==> config.mk <==
export PLATFORM = sky130hd
export DESIGN_NAME = bnge_front
export DESIGN_NICKNAME = d
export VERILOG_FILES = /design/src/rtl/core/bnge_pkg.sv /design/src/rtl/core/bnge_front.sv
export SDC_FILE = /design/constraint.sdc
export NUM_CORES = 2
export LEC_CHECK = 0
export ABC_AREA = 1
export CORE_MARGIN = 5
export CORE_UTILIZATION = 50
export DETAILED_ROUTE_END_ITERATION = 12
export DONT_BUFFER_PORTS = 1
export PLACE_DENSITY = 0.75
export SLEW_MARGIN = 20
export SYNTH_ARGS = -nofsm -noshare
export SYNTH_HDL_FRONTEND = slang
export SYNTH_SLANG_ARGS = --single-unit
==> constraint.sdc <==
create_clock -name i_clk -period 11.6 [get_ports i_clk]
set_clock_uncertainty 0.15 [all_clocks]
set_input_delay 2.32 -clock i_clk [delete_from_list [all_inputs] [get_ports i_clk]]
set_output_delay 2.32 -clock i_clk [all_outputs]
set_load 0.005 [all_outputs]
==> src/rtl/core/bnge_pkg.sv <==
// Shared types, constants and root table for the band gate/expander.
package bnge_pkg;

    typedef struct packed {
        logic               gate_enable;
        logic [15:0]        attack_coeff;
        logic [15:0]        release_coeff;
        logic signed [15:0] threshold_db;
        logic [15:0]        expander_slope;
        logic signed [15:0] makeup_db;
    } t_cfg;

    localparam logic [2:0] REG_GATE_ENABLE    = 3'd0;
    localparam logic [2:0] REG_ATTACK_COEFF   = 3'd1;
    localparam logic [2:0] REG_RELEASE_COEFF  = 3'd2;
    localparam logic [2:0] REG_THRESHOLD_DB   = 3'd3;
    localparam logic [2:0] REG_EXPANDER_SLOPE = 3'd4;
    localparam logic [2:0] REG_MAKEUP_DB      = 3'd5;

    localparam logic signed [15:0] THRESHOLD_RESET = -16'sd10240;
    localparam logic [15:0]         SLOPE_RESET     = 16'd32768;

    localparam int SILENCE_DB_Q88    = -30720;
    localparam int GATE_FLOOR_Q88    = 20480;
    localparam int DB_PER_OCTAVE_Q16 = 394566;
    localparam int OCTAVE_PER_DB_Q16 = 10885;
    localparam int RISE_12DB_Q20     = 4174456;
    localparam int UNITY_Q12         = 4096;

    typedef logic [15:0][31:0] t_root_tab;

    function automatic logic [63:0] f_isqrt(input logic [63:0] v_in);
        logic [63:0] v;
        logic [63:0] r;
        logic [63:0] b;
        v = v_in;
        r = 64'd0;
        b = 64'h4000_0000_0000_0000;
        for (int i = 0; i < 32; i++) begin
            if (v >= r + b) begin
                v = v - (r + b);
                r = (r >> 1) + b;
            end else begin
                r = r >> 1;
            end
            b = b >> 2;
        end
        return r;
    endfunction

    // 2^(2^-k) in Q30 for k = 1..16, by repeated square roots
    function automatic t_root_tab f_root_tab();
        t_root_tab   t;
        logic [63:0] r;
        r = 64'd1 << 31;
        for (int k = 0; k < 16; k++) begin
            r = f_isqrt(r << 30);
            t[k] = r[31:0];
        end
        return t;
    endfunction

    localparam t_root_tab ROOT_Q30 = f_root_tab();

endpackage

==> src/rtl/core/bnge_front.sv <==
// Front end: takes a sample, updates the peak envelope and the transient flag.
module bnge_front #(
    parameter int SAMPLE_BITS = 24
) (
    input  logic                     i_clk,
    input  logic                     i_rst_n,
    input  bnge_pkg::t_cfg           i_cfg,
    input  logic                     i_valid,
    output logic                     o_ready,
    input  logic [SAMPLE_BITS-1:0]   i_data,
    output logic                     o_push,
    input  logic                     i_full,
    output logic [2*SAMPLE_BITS:0]   o_item
);
    localparam int SB = SAMPLE_BITS;

    localparam logic [1:0] F_IDLE = 2'd0;
    localparam logic [1:0] F_MIX  = 2'd1;
    localparam logic [1:0] F_ENV  = 2'd2;
    localparam logic [1:0] F_TRN  = 2'd3;

    logic [1:0]     r_state, n_state;
    logic [SB-1:0]  r_x, r_mag, r_env, r_old;
    logic [15:0]    r_c;
    logic [SB+15:0] r_acc;

    logic [SB-1:0]  mag_in;
    logic [15:0]    c_in;
    logic [SB+16:0] mix;
    logic [SB+17:0] sum;
    logic           trans;

    assign mag_in = i_data[SB-1] ? SB'(-i_data) : i_data;
    assign c_in   = (mag_in > r_env) ? i_cfg.attack_coeff : i_cfg.release_coeff;
    assign mix    = (SB+17)'(17'd65536 - {1'b0, r_c}) * (SB+17)'(r_mag);
    assign sum    = (SB+18)'(r_acc) + (SB+18)'(mix) + (SB+18)'(32768);

    always_comb begin
        if (r_old == '0) begin
            trans = ((SB+7)'(r_env) * (SB+7)'(100)) > ((SB+7)'(1) << (SB-1));
        end else begin
            trans = ((SB+22)'(r_env) << 20) >
                    ((SB+22)'(r_old) * (SB+22)'(bnge_pkg::RISE_12DB_Q20));
        end
    end

    assign o_ready = (r_state == F_IDLE);
    assign o_push  = (r_state == F_TRN) && !i_full;
    assign o_item  = {trans, r_env, r_x};

    always_comb begin
        n_state = r_state;
        case (r_state)
            F_IDLE: if (i_valid) n_state = F_MIX;
            F_MIX:  n_state = F_ENV;
            F_ENV:  n_state = F_TRN;
            F_TRN:  if (!i_full) n_state = F_IDLE;
            default: n_state = F_IDLE;
        endcase
    end

    always_ff @(posedge i_clk) begin
        if (!i_rst_n) begin
            r_state <= F_IDLE;
            r_env   <= '0;
        end else begin
            r_state <= n_state;
            if (r_state == F_ENV) begin
                r_env <= sum[SB+15:16];
            end
        end
    end

    always_ff @(posedge i_clk) begin
        if (r_state == F_IDLE && i_valid) begin
            r_x   <= i_data;
            r_mag <= mag_in;
            r_c   <= c_in;
        end
        if (r_state == F_MIX) begin
            r_acc <= (SB+16)'(r_c) * (SB+16)'(r_env);
        end
        if (r_state == F_ENV) begin
            r_old <= r_env;
        end
    end

endmodule

==> results.cfg <==
[run_status]
status = finished, final reports clean

[synthesis]
synth_area_um2 = 46180
synth.distinct_cells = 49
ys_seq_area_share_pct = 9.384
syn_inst = 5517
synth_edf_count = 127
ys_seq_elements = 153
syn-num-nets = 7115
ys_warn_count = 0
synthFlopType = edfxtp_1
async_flop_share_pct = 0
postSynthAreaPerCell_um2 = 8.371

[critical_path]
cp_max_fo = 7
path_delay_family = adder cells
critical_path_class = reg2out
critPathMaxStageDelay_ns = 0.61
cp-end-kind = primary output
cp.arrival_ns = 8.48
path_buf_inv = 5
cp-start-kind = flip-flop
cpMostUsedCell = nand2_1
crit_required_ns = 9.13
critPathSlowestCell = fa_1

[floorplanning]
die_area_um2 = 98550
io_pins = 160
start_util_pct = 50.38
die_w_um = 313.9
die_y_um = 313.9
coreArea_um2 = 91660
rows = 111

[finish]
nets = 7012
drive_gt1_share_pct = 2.174
syn2layout_area_growth_pct = 3.790
fin_area_um2 = 47930

[sta]
period_minus_slack_ns = 10.95
slew_headroom_pct = 16.96
hold_viol = 0
drv_slew = 0
rsz0062_at_grt = false
worst_slack_ns = 0.6520
setup_tns_ns = 0
min_period_over_period_pct = 94.38
setup-violations-final = 0
tightest_slew_ns = 1.235
max_freq_ghz = 0.09134
worst_hold_slack_ns = 0.3360

[detailed_routing]
num_vias = 36000
wl_um = 131800
viasPerCell = 5.443
postRouteAntennaNets = 0
wl_per_cell_um = 19.92
drt-initial-drc-count = 2671
drc = 0
drtPass1Iterations = 5

[clocking]
cts-hold-fix-buffers = 0
insertion_delay_ns = 0.50
clk_pin_slew_worst_paths_ns = 0.06
tritoncts = done
clock_path_buffers = 2
cts-root-buf = clkbuf_16
cts_resized = 0
cts_inserted_buffers = 17
post-cts-setup-buffers = 0
htree_levels = 4
cts_sinks = 153

[global_route]
use_met2_pct = 44.70
grt_pass1_vias = 38110
grt_start_max_net_pins = 64
grt_pass1_wl_um = 210200
gr-usage-met3_pct = 4.562
antenna_found_initial = 2
grt_remaining_overflow = 0
use_met1_pct = 36.43
busiest_layer = met2
grt_usage_pct = 27.48

[place]
post-place-ws_ns = 1.208
finalWeightedCongestion = 0.9787
hpwlAfterDp_um = 106700
numPortBuffers = 0
place_area_um2 = 47350

[run]
cap_violations = 0

[hold_path]
min_path_type = reg2reg
==> sequential cells by signal, indices dropped and copies added (netlist names) <==
signal / flops
r_env: 24
r_state: 2
r_x: 24
r_mag: 23
r_acc: 40
r_old: 24
r_c: 16
==> routing by layer <==
| metal | up-vias | wire (um) |
|---|---|---|
| met3 | 337 | 11590 |
| met1 | 17910 | 52230 |
| met4 | 0 | 6893 |
| li1 | 16180 | - |
| met2 | 1577 | 61050 |
| met5 | - | 0 |
==> cell type report <==
type / instances / area (um^2)
tap: 1186 / 1484
multi-input combinational: 3669 / 35480
clock buffer: 20 / 467.9
clock inverter: 12 / 102.6
inverter: 1530 / 5743
antenna: 1 / 2.502
timing repair buffer: 43 / 322.8
sequential: 153 / 4337
fill: 8409 / 43730
==> final timing paths <==
kind / cells after the start / start / end / slack, ns
hold reg to reg: 2 / r_env[11] / r_env[11] / 0.34
setup reg to reg: 33 / r_c[0] / r_env[23] / 2.80
setup / recovery: 35 / r_old[7] / o_item[48] / 0.65
hold / removal: 2 / r_env[11] / r_env[11] / 0.34
==> layout by cell type (no fill, tap or decap), types with 18 or more instances in the layout <==
| cell | count |
|---|---|
| nor3_1 | 24 |
| edfxtp_1 | 127 |
| nor2_1 | 318 |
| fa_1 | 900 |
| nor2_2 | 20 |
| clkbuf_16 | 18 |
| buf_4 | 43 |
| nand4_1 | 35 |
| nand2_1 | 1074 |
| xnor2_1 | 50 |
| o21ai_0 | 116 |
| inv_1 | 1528 |
| nand3_1 | 117 |
| a31oi_1 | 19 |
| dfxtp_1 | 24 |
| xor2_1 | 79 |
| ha_1 | 587 |
| a21oi_1 | 217 |
==> cell usage after synthesis, drive strengths merged (2+ instances only) <==
library cell | n | share of area, %
nor3 | 26 | 0.33
ha | 589 | 16
o21a | 6 | 0.098
nand3 | 119 | 1.3
o21bai | 5 | 0.081
a211oi | 5 | 0.081
nor4 | 14 | 0.19
nand3b | 7 | 0.11
nand4 | 35 | 0.47
fa | 900 | 39
o31ai | 4 | 0.065
or2 | 9 | 0.12
nor3b | 4 | 0.065
clkbuf | 136 | 1.1
a21boi | 5 | 0.081
o221ai | 6 | 0.11
a21o | 17 | 0.28
dfxtp | 26 | 1.1
edfxtp | 127 | 8.3
xor2 | 80 | 1.6
nand2 | 1074 | 8.7
a21oi | 218 | 2.4
inv | 1529 | 12
xnor2 | 50 | 0.95
buf | 29 | 0.31
a221oi | 2 | 0.038
o21ai | 116 | 1.3
nor2 | 339 | 2.9
o211ai | 12 | 0.20
a31oi | 19 | 0.26
==> tightest hold or removal path: stages, from the launching register on <==
cell and delay (ns):
dfxtp_1 0.33, o211ai_1 0.08, inv_1 0.05
==> per-stage QoR <==
step / util (%) / std cells
2_1_floorplan: - / 5517
3_3_place_gp: 51.66 / 6581
5_1_grt: 52.29 / 6613
4_1_cts: 52.28 / 6613
3_5_place_dp: 51.66 / 6581
6_report: 52.29 / 6614
==> cell families after synthesis <==
family	after synthesis	share of synthesized area (%)
buffers and inverters	1695	13.85
AND/OR/NAND/NOR	1629	14.25
adder cells (fa/ha/maj)	1489	54.97
AO/OA/AOI/OAI	421	5.039
flip-flops	153	9.384
XOR/XNOR	130	2.506
Power is left out: the tool's default activity adds up to more than one toggle a clock period on the data nets, which glitch-free logic cannot reach.
