`src/rtl/core/bnge_queue.sv`:
```
// Two-entry queue between the envelope front end and the gain back end.
module bnge_queue #(
    parameter int WIDTH = 49
) (
    input  logic             i_clk,
    input  logic             i_rst_n,
    input  logic             i_push,
    input  logic [WIDTH-1:0] i_data,
    output logic             o_full,
    input  logic             i_pop,
    output logic             o_valid,
    output logic [WIDTH-1:0] o_data
);
    logic [WIDTH-1:0] r_mem [2];
    logic             r_wp, r_rp;
    logic [1:0]       r_cnt;

    assign o_full  = (r_cnt == 2'd2);
    assign o_valid = (r_cnt != 2'd0);
    assign o_data  = r_mem[r_rp];

    always_ff @(posedge i_clk) begin
        if (!i_rst_n) begin
            r_wp  <= 1'b0;
            r_rp  <= 1'b0;
            r_cnt <= 2'd0;
        end else begin
            if (i_push) r_wp <= ~r_wp;
            if (i_pop)  r_rp <= ~r_rp;
            r_cnt <= r_cnt + 2'(i_push) - 2'(i_pop);
        end
    end

    always_ff @(posedge i_clk) begin
        if (i_push) begin
            r_mem[r_wp] <= i_data;
        end
    end

endmodule

```
`config.mk`:
```
export PLATFORM = sky130hd
export DESIGN_NAME = bnge_queue
export DESIGN_NICKNAME = d
export VERILOG_FILES = /design/src/rtl/core/bnge_queue.sv
export SDC_FILE = /design/constraint.sdc
export NUM_CORES = 1
export LEC_CHECK = 0
export BUFFER_PORTS_ARGS = -buffer_cell sky130_fd_sc_hd__buf_2
export CAP_MARGIN = 0
export CORE_MARGIN = 3
export CORE_UTILIZATION = 38
export DETAILED_ROUTE_END_ITERATION = 6
export RECOVER_POWER = 100
export SLEW_MARGIN = 10
export SYNTH_ARGS = -nofsm -noshare
export SYNTH_HDL_FRONTEND = slang
export SYNTH_SLANG_ARGS = --single-unit
export TNS_END_PERCENT = 5
```
`constraint.sdc`:
```
create_clock -name i_clk -period 3.32 [get_ports i_clk]
set_input_delay 0.498 -clock i_clk [delete_from_list [all_inputs] [get_ports i_clk]]
set_output_delay 0.498 -clock i_clk [all_outputs]
set_load 0.1 [all_outputs]
```
==> results of run 1 <==
sequential cells by signal, indices dropped and copies added (netlist names), named ones only:
| register | cells |
|---|---|
| r_cnt | 2 |
| r_rp | 1 |
| r_wp | 1 |
| r_mem | 98 |
cells by family (layout without fill, tap and decap cells):
logic type	count (synthesis)	after routing
AO/OA/AOI/OAI	1	1
XOR/XNOR	2	2
adder cells (fa/ha/maj)	2	2
buffers and inverters	7	126
flip-flops	103	103
multiplexers	49	49
AND/OR/NAND/NOR	9	9
cell type report:
type | instances | area (µm²) | area share [%]
multi-input combinational | 63 | 709 | 15.5
inverter | 2 | 7.51 | 0.164
clock buffer | 9 | 124 | 2.70
sequential | 103 | 3040 | 66.4
timing repair buffer | 108 | 493 | 10.7
tap | 129 | 161 | 3.52
clock inverter | 7 | 47.5 | 1.04
per-stage QoR:
step	utilization (%)	power (mW)	worst slack, ns	hold slack, ns
after global routing	48.3	3.11	0.349	0.296
after floorplan	-	2.22	0.155	0.555
after CTS	49.1	3.04	0.701	0.301
final	48.3	2.99	0.539	0.321
after global placement	47.3	2.34	1.13	0.561
after detailed placement	47.3	2.34	1.11	0.559
where the power goes:
| group | internal, mW | switching [mW] |
|---|---|---|
| combinational | 0.148 | 0.611 |
| sequential | 1.50 | 0.0316 |
| clock | 0.274 | 0.421 |
| total | 1.92 | 1.06 |
cell usage after synthesis:
library cell / count
xnor3_1: 1
and2_1: 4
ha_1: 2
mux2_2: 39
nor2b_1: 4
inv_1: 2
mux2_4: 10
buf_4: 3
or2_2: 1
o21a_1: 1
dfxtp_1: 5
xor2_1: 1
buf_8: 1
edfxtp_1: 98
buf_6: 1
layer usage:
| metal | vias up | share of wire, % | global-route usage [%] |
|---|---|---|---|
| li1 | 900 | - | - |
| met1 | 956 | 43 | 15.4 |
| met2 | 65 | 48 | 18.6 |
| met3 | 9 | 6.9 | 3.40 |
| met4 | 0 | 1.6 | 5.55 |
| met5 | - | 0 | 0 |
worst max-delay path by stage:
stage	from	to	slack, ns	depth (start not counted)
after CTS	flip-flop	o_data[25]	0.70	3
after floorplan	i_push	r_mem[0][0]$_DFFE_PP_	0.15	1
after detailed placement	flip-flop	o_data[22]	1.11	3
final	flip-flop	o_data[23]	0.54	2
after global routing	r_wp$_SDFFE_PN0P_	r_mem[1][44]$_DFFE_PP_	0.35	2
after global placement	flip-flop	o_data[3]	1.13	3
==> flow_summary.yaml, run 1 <==
critical_path:
  endpoint_kind: "output pin"
  critPathLaunchType: "flip-flop"
  r2r_cells: 2
  regToRegEndpoint: "r_mem[1][44]$_DFFE_PP_"
  path_delay_family: "buffers and inverters"
  crit_required_ns: 2.82
  cp_data_arrival_time_ns: 2.28
  r2r_slack_ns: 0.65
  path_class: "reg2out"
  timing.critical_path.fanout_max: 25
  r2r-start: "r_wp$_SDFFE_PN0P_"
  path_buf_inv: 1
  crit_slowest_cell: "clkbuf_1"
  worstPathCellList: "mux2_2, clkbuf_1"
  crit_path_max_incr_delay_ns: 0.87
synth:
  synth_top_area_share_pct: 77.3
  yosys_warnings: 0
  ys_seq_area_share_pct: 79.9
  synth_top_family_by_area: "multiplexers"
  synthXorXnorAreaFrac_pct: 0.821
  synth_compound_area_share_pct: 0.197
  synthSimpleGateAreaFrac_pct: 1.48
  syn_avg_cell_area_um2: 22.0
  synth_adder_area_share_pct: 0.657
  synth_largest_area_cell: "edfxtp_1"
  synth_cell_types: 15
  syn_nets: 228
  synth_mux_area_share_pct: 15.5
  syn_area_um2: 3810
  yosys_register_bits: 103
  synthTopCellsByArea: "edfxtp_1 (77%), mux2_2 (12%), mux2_4 (3.9%)"
  synth_cells: 173
placed_design:
  gp_congestion: 0.689
  portBuffers: 103
  hpwl_mm: 4.47
  place_inst: 405
  place_area_um2: 4500
hold_path:
  hold_class: "in2reg"
  hold_end: "r_mem[0][14]$_DFFE_PP_"
  worstHoldStart: "i_data[14]"
  holdPathStages: 1
route:
  drt-initial-drc-count: 33
  vias_per_cell: 4.58
  route.vias.total: 1930
  drt_first_pass_iters: 4
  wl_per_cell_um: 15.6
  ant_nets: 0
  routed_wl_mm: 6.58
  drc: 0
clocking:
  cts_setup_buffers: 0
  clkLatencyLatePin_ns: 0.35
  clock-sinks: 103
  cts_tree: "built"
  cts.repair.resized: 0
  clockRootBuffer: "clkbuf_8"
  numCtsBuffers: 9
  clk_pin_slew_ns: 0.10
  ctsHoldBuffers: 0
  clockBufferDepth: 2
  htree_levels: 3
floorplan:
  fp.dieW_um: 106
  io_pins: 104
  core_area_um2: 9500
  start_util_pct: 40.1
  die-area_um2: 11300
  rows: 35
  die_h_um: 106
grt:
  grt_max_degree: 26
  grt_pass1_wl_mm: 10.2
  grt_pass1_vias: 1980
  overflow: 0
  antenna_found_initial: 0
  track_usage_pct: 11.9
timing:
  finalHoldViolations: 0
  period_share_pct: 83.8
  fmax_mhz: 360
  slew_headroom_pct: -8.77
  worst_pin_slew_ns: 1.63
  rsz0062_at_grt: "no"
  drv_slew: 24
  finalSetupViolCount: 0
  final.min_clock_period_ns: 2.78
  clock_skew_ns: 0.00911
  setup_tns_ns: 0
power:
  p_leak_nw: 1.63
  power.density_nw_per_um2: 651
  max-vdd-ir-drop_uv: 298
cells_and_area:
  n_fill_cell: 873
  syn2layout_area_growth_pct: 20.4
  mostFrequentLayoutCells: "edfxtp_1 (98), buf_2 (51), clkbuf_1 (50)"
  fin_nets: 342
  layout-drive-gt1-share_pct: 42.5
  stdcell_count: 421
  antenna_cells: 0
  layout_commonest_cell: "edfxtp_1"
  finalInstanceArea_um2: 4590
status:
  violations: "max-capacitance violations, max-slew violations"
  status: "complete, but fails checks"
run:
  max-cap-violations: 1
Note: power is estimated with default switching activity, not from simulation.
==> run 2, diff against run 1 <==
- ABC_AREA: unset -> 1
- clock period: 3.32 -> 2.85 ns (I/O delays scaled with it)
==> run 2 against run 1 <==
Sequential power grew 16%. Clock skew shrank 0.00098 ns. Clock power grew 24%. Sequential share of layout area shrank 0.34 points. Combinational power grew 3.0%. Sequential cell count is the same. First-iteration DRC count grew 130%. Synthesized cell count grew 6.9%. The run now ends clean.
==> flow_summary.yaml, run 2 <==
grt:
  track_usage_pct: 11.7
  antenna_found_initial: 1
  grt_max_degree: 29
  grt_pass1_wl_mm: 10.0
  overflow: 0
  grt_pass1_vias: 1972
critical_path:
  path_buf_inv: 2
  worstPathCellList: "clkbuf_2, mux2_2, clkbuf_2"
  path_class: "reg2out"
  timing.critical_path.fanout_max: 22
  crit_required_ns: 2.42
  critPathLaunchType: "flip-flop"
  cp_data_arrival_time_ns: 1.95
  endpoint_kind: "output pin"
  crit_path_max_incr_delay_ns: 0.49
  path_delay_family: "buffers and inverters"
  crit_slowest_cell: "clkbuf_2"
  path_common_cell: "clkbuf_2"
timing:
  clock_skew_ns: 0.00813
  finalSetupViolCount: 0
  setup_tns_ns: 0
  finalHoldViolations: 0
  drv_slew: 0
  period_share_pct: 83.5
  final.min_clock_period_ns: 2.38
  rsz0062_at_grt: "no"
  fmax_mhz: 420
  worst_pin_slew_ns: 1.16
  slew_headroom_pct: 23.0
floorplan:
  fp.dieW_um: 106
  rows: 35
  die_h_um: 106
  core_area_um2: 9500
  start_util_pct: 40.1
  io_pins: 104
  die-area_um2: 11300
placed_design:
  gp_congestion: 0.666
  hpwl_mm: 4.41
  portBuffers: 103
synth:
  synth.most_common_cell: "edfxtp_1"
  yosys_warnings: 0
  syn_nets: 240
  synth_largest_area_cell: "edfxtp_1"
  syn_avg_cell_area_um2: 20.6
  synth_cell_types: 13
  ys_seq_area_share_pct: 79.9
  synth_top_area_share_pct: 77.3
  async_reset_ff_share_pct: 0
  synthTopCellsByArea: "edfxtp_1 (77%), mux2_2 (12%), mux2_4 (3.9%)"
  synth_edf_count: 98
  synth_cells: 185
  syn_area_um2: 3810
  yosys_register_bits: 103
  synthFlopType: "edfxtp_1"
  yosys-top-cells-count: "edfxtp_1 (98), mux2_2 (39), mux2_4 (10)"
cells_and_area:
  reg_top3: "r_mem: 98 flops, r_cnt: 2 flops"
  largest_register_ffs: 98
  antenna_cells: 0
  top_register: "r_mem"
  layout_commonest_cell: "edfxtp_1"
  syn2layout_area_growth_pct: 21.1
  layout-drive-gt1-share_pct: 47.2
  fin_nets: 354
  mostFrequentLayoutCells: "edfxtp_1 (98), clkbuf_2 (50), mux2_2 (39)"
clocking:
  clkLatencyLatePin_ns: 0.35
  clock-sinks: 103
  htree_levels: 3
  clockBufferDepth: 2
  clk_pin_slew_ns: 0.09
  cts_setup_buffers: 0
  ctsHoldBuffers: 0
  numCtsBuffers: 9
  cts_tree: "built"
  cts.repair.resized: 0
  clockRootBuffer: "clkbuf_8"
route:
  highest_layer: "met5"
  drc: 0
  vias_per_cell: 4.47
  drt_first_pass_iters: 4
  routed_wl_mm: 6.52
  wl_met3_um: 473
  ant_nets: 0
  drt-initial-drc-count: 75
  routed-wl-met2_mm: 3.15
  m1WireLength_mm: 2.84
  wl_per_cell_um: 15.1
  route.vias.total: 1932
power:
  switching_share_pct: 32.9
  p_leak_nw: 1.73
  power.density_nw_per_um2: 741
  p_switching_mw: 1.12
  seqPwrFrac_pct: 51.7
  max-vdd-ir-drop_uv: 426
  finalPower_mw: 3.41
  p_int_mw: 2.29
  p_comb_share_pct: 22.9
  power.share.clock_pct: 25.4
hold_path:
  hold_class: "in2reg"
run:
  max-cap-violations: 0
status:
  status: "complete, no violations"
## run 2: changes by cell type after synthesis, moves of 4 or more
cell	change
nor2b_1	-4
inv_1	+5
and2_1	-4
nor2_1	+8
nand2_1	+9
## run 2: final cells by class
type | count | area (µm²)
Clock inverter | 6 | 61.3
Inverter | 7 | 26.3
Timing Repair Buffer | 108 | 505
Tap cell | 129 | 161
Multi-Input combinational cell | 70 | 688
Clock buffer | 9 | 124
Fill cell | 874 | 4890
Sequential cell | 103 | 3040
## run 2: logic make-up after synthesis
kind of cell / after synthesis / share of synthesized area (%)
mux: 49 / 15.5
fa+ha+maj: 2 / 0.657
buf+inv: 12 / 1.97
compound gates: 1 / 0.131
flops: 103 / 79.9
simple gates: 18 / 1.81
## run 2: power groups by stage
stage	Combinational (mW)	Clock, mW	Sequential (mW)
finish	0.782	0.866	1.77
global route	0.817	0.965	1.77
CTS	0.804	0.894	1.77
detailed placement	0.802	0	1.80
global placement	0.796	0	1.80
floorplan	0.668	0	1.80
## run 2: worst paths after layout
check	depth (start not counted)	from	to	slack [ns]
worst max-delay path	3	flip-flop	o_data[10]	0.47
worst min-delay path	1	i_data[8]	r_mem[1][8]$_DFFE_PP_	0.26
worst max register to register	2	r_wp$_SDFFE_PN0P_	r_mem[0][25]$_DFFE_PP_	0.64
worst min register to register	2	r_wp$_SDFFE_PN0P_	r_wp$_SDFFE_PN0P_	0.51
## run 2: metrics by stage
step                      area (µm²)  hold WS, ns  utilization, %  setup WS (ns)  cells
after global routing            4610        0.232            48.5          0.341    432
final                           4610        0.260            48.5          0.472    432
after CTS                       4680        0.239            49.2          0.623    432
after floorplan                 3810        0.463               -          0.711    185
after global placement          4490        0.477            47.3           1.04    417
after detailed placement        4490        0.489            47.3           1.03    417
## run 2: per-layer routing
layer | vias up | global-route usage [%]
met4 | 2 | 2.78
met5 | - | 0
li1 | 926 | -
met3 | 6 | 5.04
met2 | 74 | 19.8
met1 | 924 | 14.0
==> run 3, diff against run 2 <==
- clock period: 2.85 -> 2.3 ns (I/O delays scaled with it)
==> run 3 against run 2 <==
Combinational power grew 25%. Power grew 22%. Via count grew 0.62%. Die area is the same. Non-clock buffer count is the same. Largest cell class unchanged. Design area grew 0.19%. Hold slack lost 0.088 ns. Routed wire length shrank 1.7%. Clock-buffer cell count grew 1. Sequential power grew 24%. Sequential cell count is the same. Largest power group unchanged. Cell count grew 0.23%.
==> flow_summary.yaml, run 3 (synthesis gave the netlist of run 2 again) <==
status:
  status: "complete, no violations"
placed_design:
  place_area_um2: 4510
  hpwl_mm: 4.16
  portBuffers: 103
  place_inst: 417
  gp_congestion: 0.677
timing:
  setup_tns_ns: 0
  drv_slew: 0
  holdWs_ns: 0.172
  period_share_pct: 91.8
  clock_skew_ns: 0.00748
  fmax_mhz: 474
  final.min_clock_period_ns: 2.11
  rsz0062_at_grt: "no"
  finalHoldViolations: 0
  slew_headroom_pct: 9.83
  finalSetupViolCount: 0
  worst_pin_slew_ns: 1.35
cells_and_area:
  stdcell_count: 433
  finalInstanceArea_um2: 4620
  syn2layout_area_growth_pct: 21.4
  layout-drive-gt1-share_pct: 48.0
  top_register: "r_mem"
  mostFrequentLayoutCells: "edfxtp_1 (98), clkbuf_2 (52), mux2_2 (39)"
  largest_register_ffs: 98
  antenna_cells: 0
  layout_commonest_cell: "edfxtp_1"
  fin_nets: 354
  reg_top3: "r_mem: 98 flops, r_cnt: 2 flops"
route:
  routed_wl_mm: 6.41
  drc: 0
  drt-initial-drc-count: 76
  wl_per_cell_um: 14.8
  vias_per_cell: 4.49
  ant_nets: 0
  drt_first_pass_iters: 4
  route.vias.total: 1944
hold_path:
  hold_class: "in2reg"
  holdPathStages: 1
clocking:
  cts_setup_buffers: 0
  htree_levels: 3
  cts.repair.resized: 0
  clockBufferDepth: 2
  clock-sinks: 103
  clkLatencyLatePin_ns: 0.35
  clk_pin_slew_ns: 0.10
  ctsHoldBuffers: 0
  numCtsBuffers: 9
  cts_tree: "built"
  clockRootBuffer: "clkbuf_8"
grt:
  overflow: 0
  grt_max_degree: 50
  track_usage_pct: 11.5
  grt_pass1_wl_mm: 9.81
  grt_pass1_vias: 2013
  antenna_found_initial: 0
floorplan:
  die-area_um2: 11300
  rows: 35
  fp.dieW_um: 106
  io_pins: 104
  die_h_um: 106
  start_util_pct: 40.1
  core_area_um2: 9500
power:
  max-vdd-ir-drop_uv: 404
  finalPower_mw: 4.17
  power.density_nw_per_um2: 902
  p_leak_nw: 1.73
critical_path:
  timing.critical_path.fanout_max: 49
  critPathLaunchType: "flip-flop"
  r2r_cells: 3
  crit_required_ns: 1.96
  path_class: "reg2out"
  cp_data_arrival_time_ns: 1.77
  endpoint_kind: "output pin"
run:
  max-cap-violations: 0
-- run 3: cell count changes in the layout (fill, tap and decap cells not counted), sizes merged --
cell,previous run,this run
inv,8,10
clkbuf,89,90
clkinv,3,2
bufinv,1,0
-- run 3: final cells by class --
cell class                      instances  area (µm²)
Fill cell                             858        4880
Sequential cell                       103        3040
Multi-Input combinational cell         70         696
Timing Repair Buffer                  108         520
Tap cell                              129         161
Clock buffer                           10         128
Clock inverter                          6        43.8
Inverter                                7        26.3
-- run 3: critical path: stages, from the launching register on --
cell      delay, ns
dfxtp_2        0.35
buf_12         0.29
mux2_2         0.40
clkbuf_2       0.38
-- run 3: final timing paths --
path / startpoint / end / slack, ns
worst min register to register: r_rp$_SDFFE_PN0P_ / r_rp$_SDFFE_PN0P_ / 0.51
worst max register to register: r_wp$_SDFFE_PN0P_ / r_mem[1][33]$_DFFE_PP_ / 0.30
worst min-delay path: i_data[43] / r_mem[0][43]$_DFFE_PP_ / 0.17
worst max-delay path: flip-flop / o_data[5] / 0.19
-- run 3: metrics by stage --
step	utilization (%)	worst slack, ns
after floorplan	-	0.244
final	48.6	0.189
after global routing	48.6	0.110
after detailed placement	47.4	0.635
after global placement	47.4	0.627
after CTS	49.2	0.224
-- run 3: routing by layer --
layer | GRT usage [%] | up-vias | routed length (µm)
li1 | - | 933 | -
met1 | 14.4 | 936 | 2820
met2 | 18.8 | 67 | 3100
met3 | 3.64 | 8 | 423
met4 | 4.44 | 0 | 63
met5 | 0 | - | 0
-- run 3: power breakdown --
group          internal, mW  switching, mW  leakage, nW  total [mW]
combinational         0.182          0.792        0.684       0.974
clock                 0.402          0.599       0.0875        1.00
sequential             2.17         0.0232        0.962        2.19
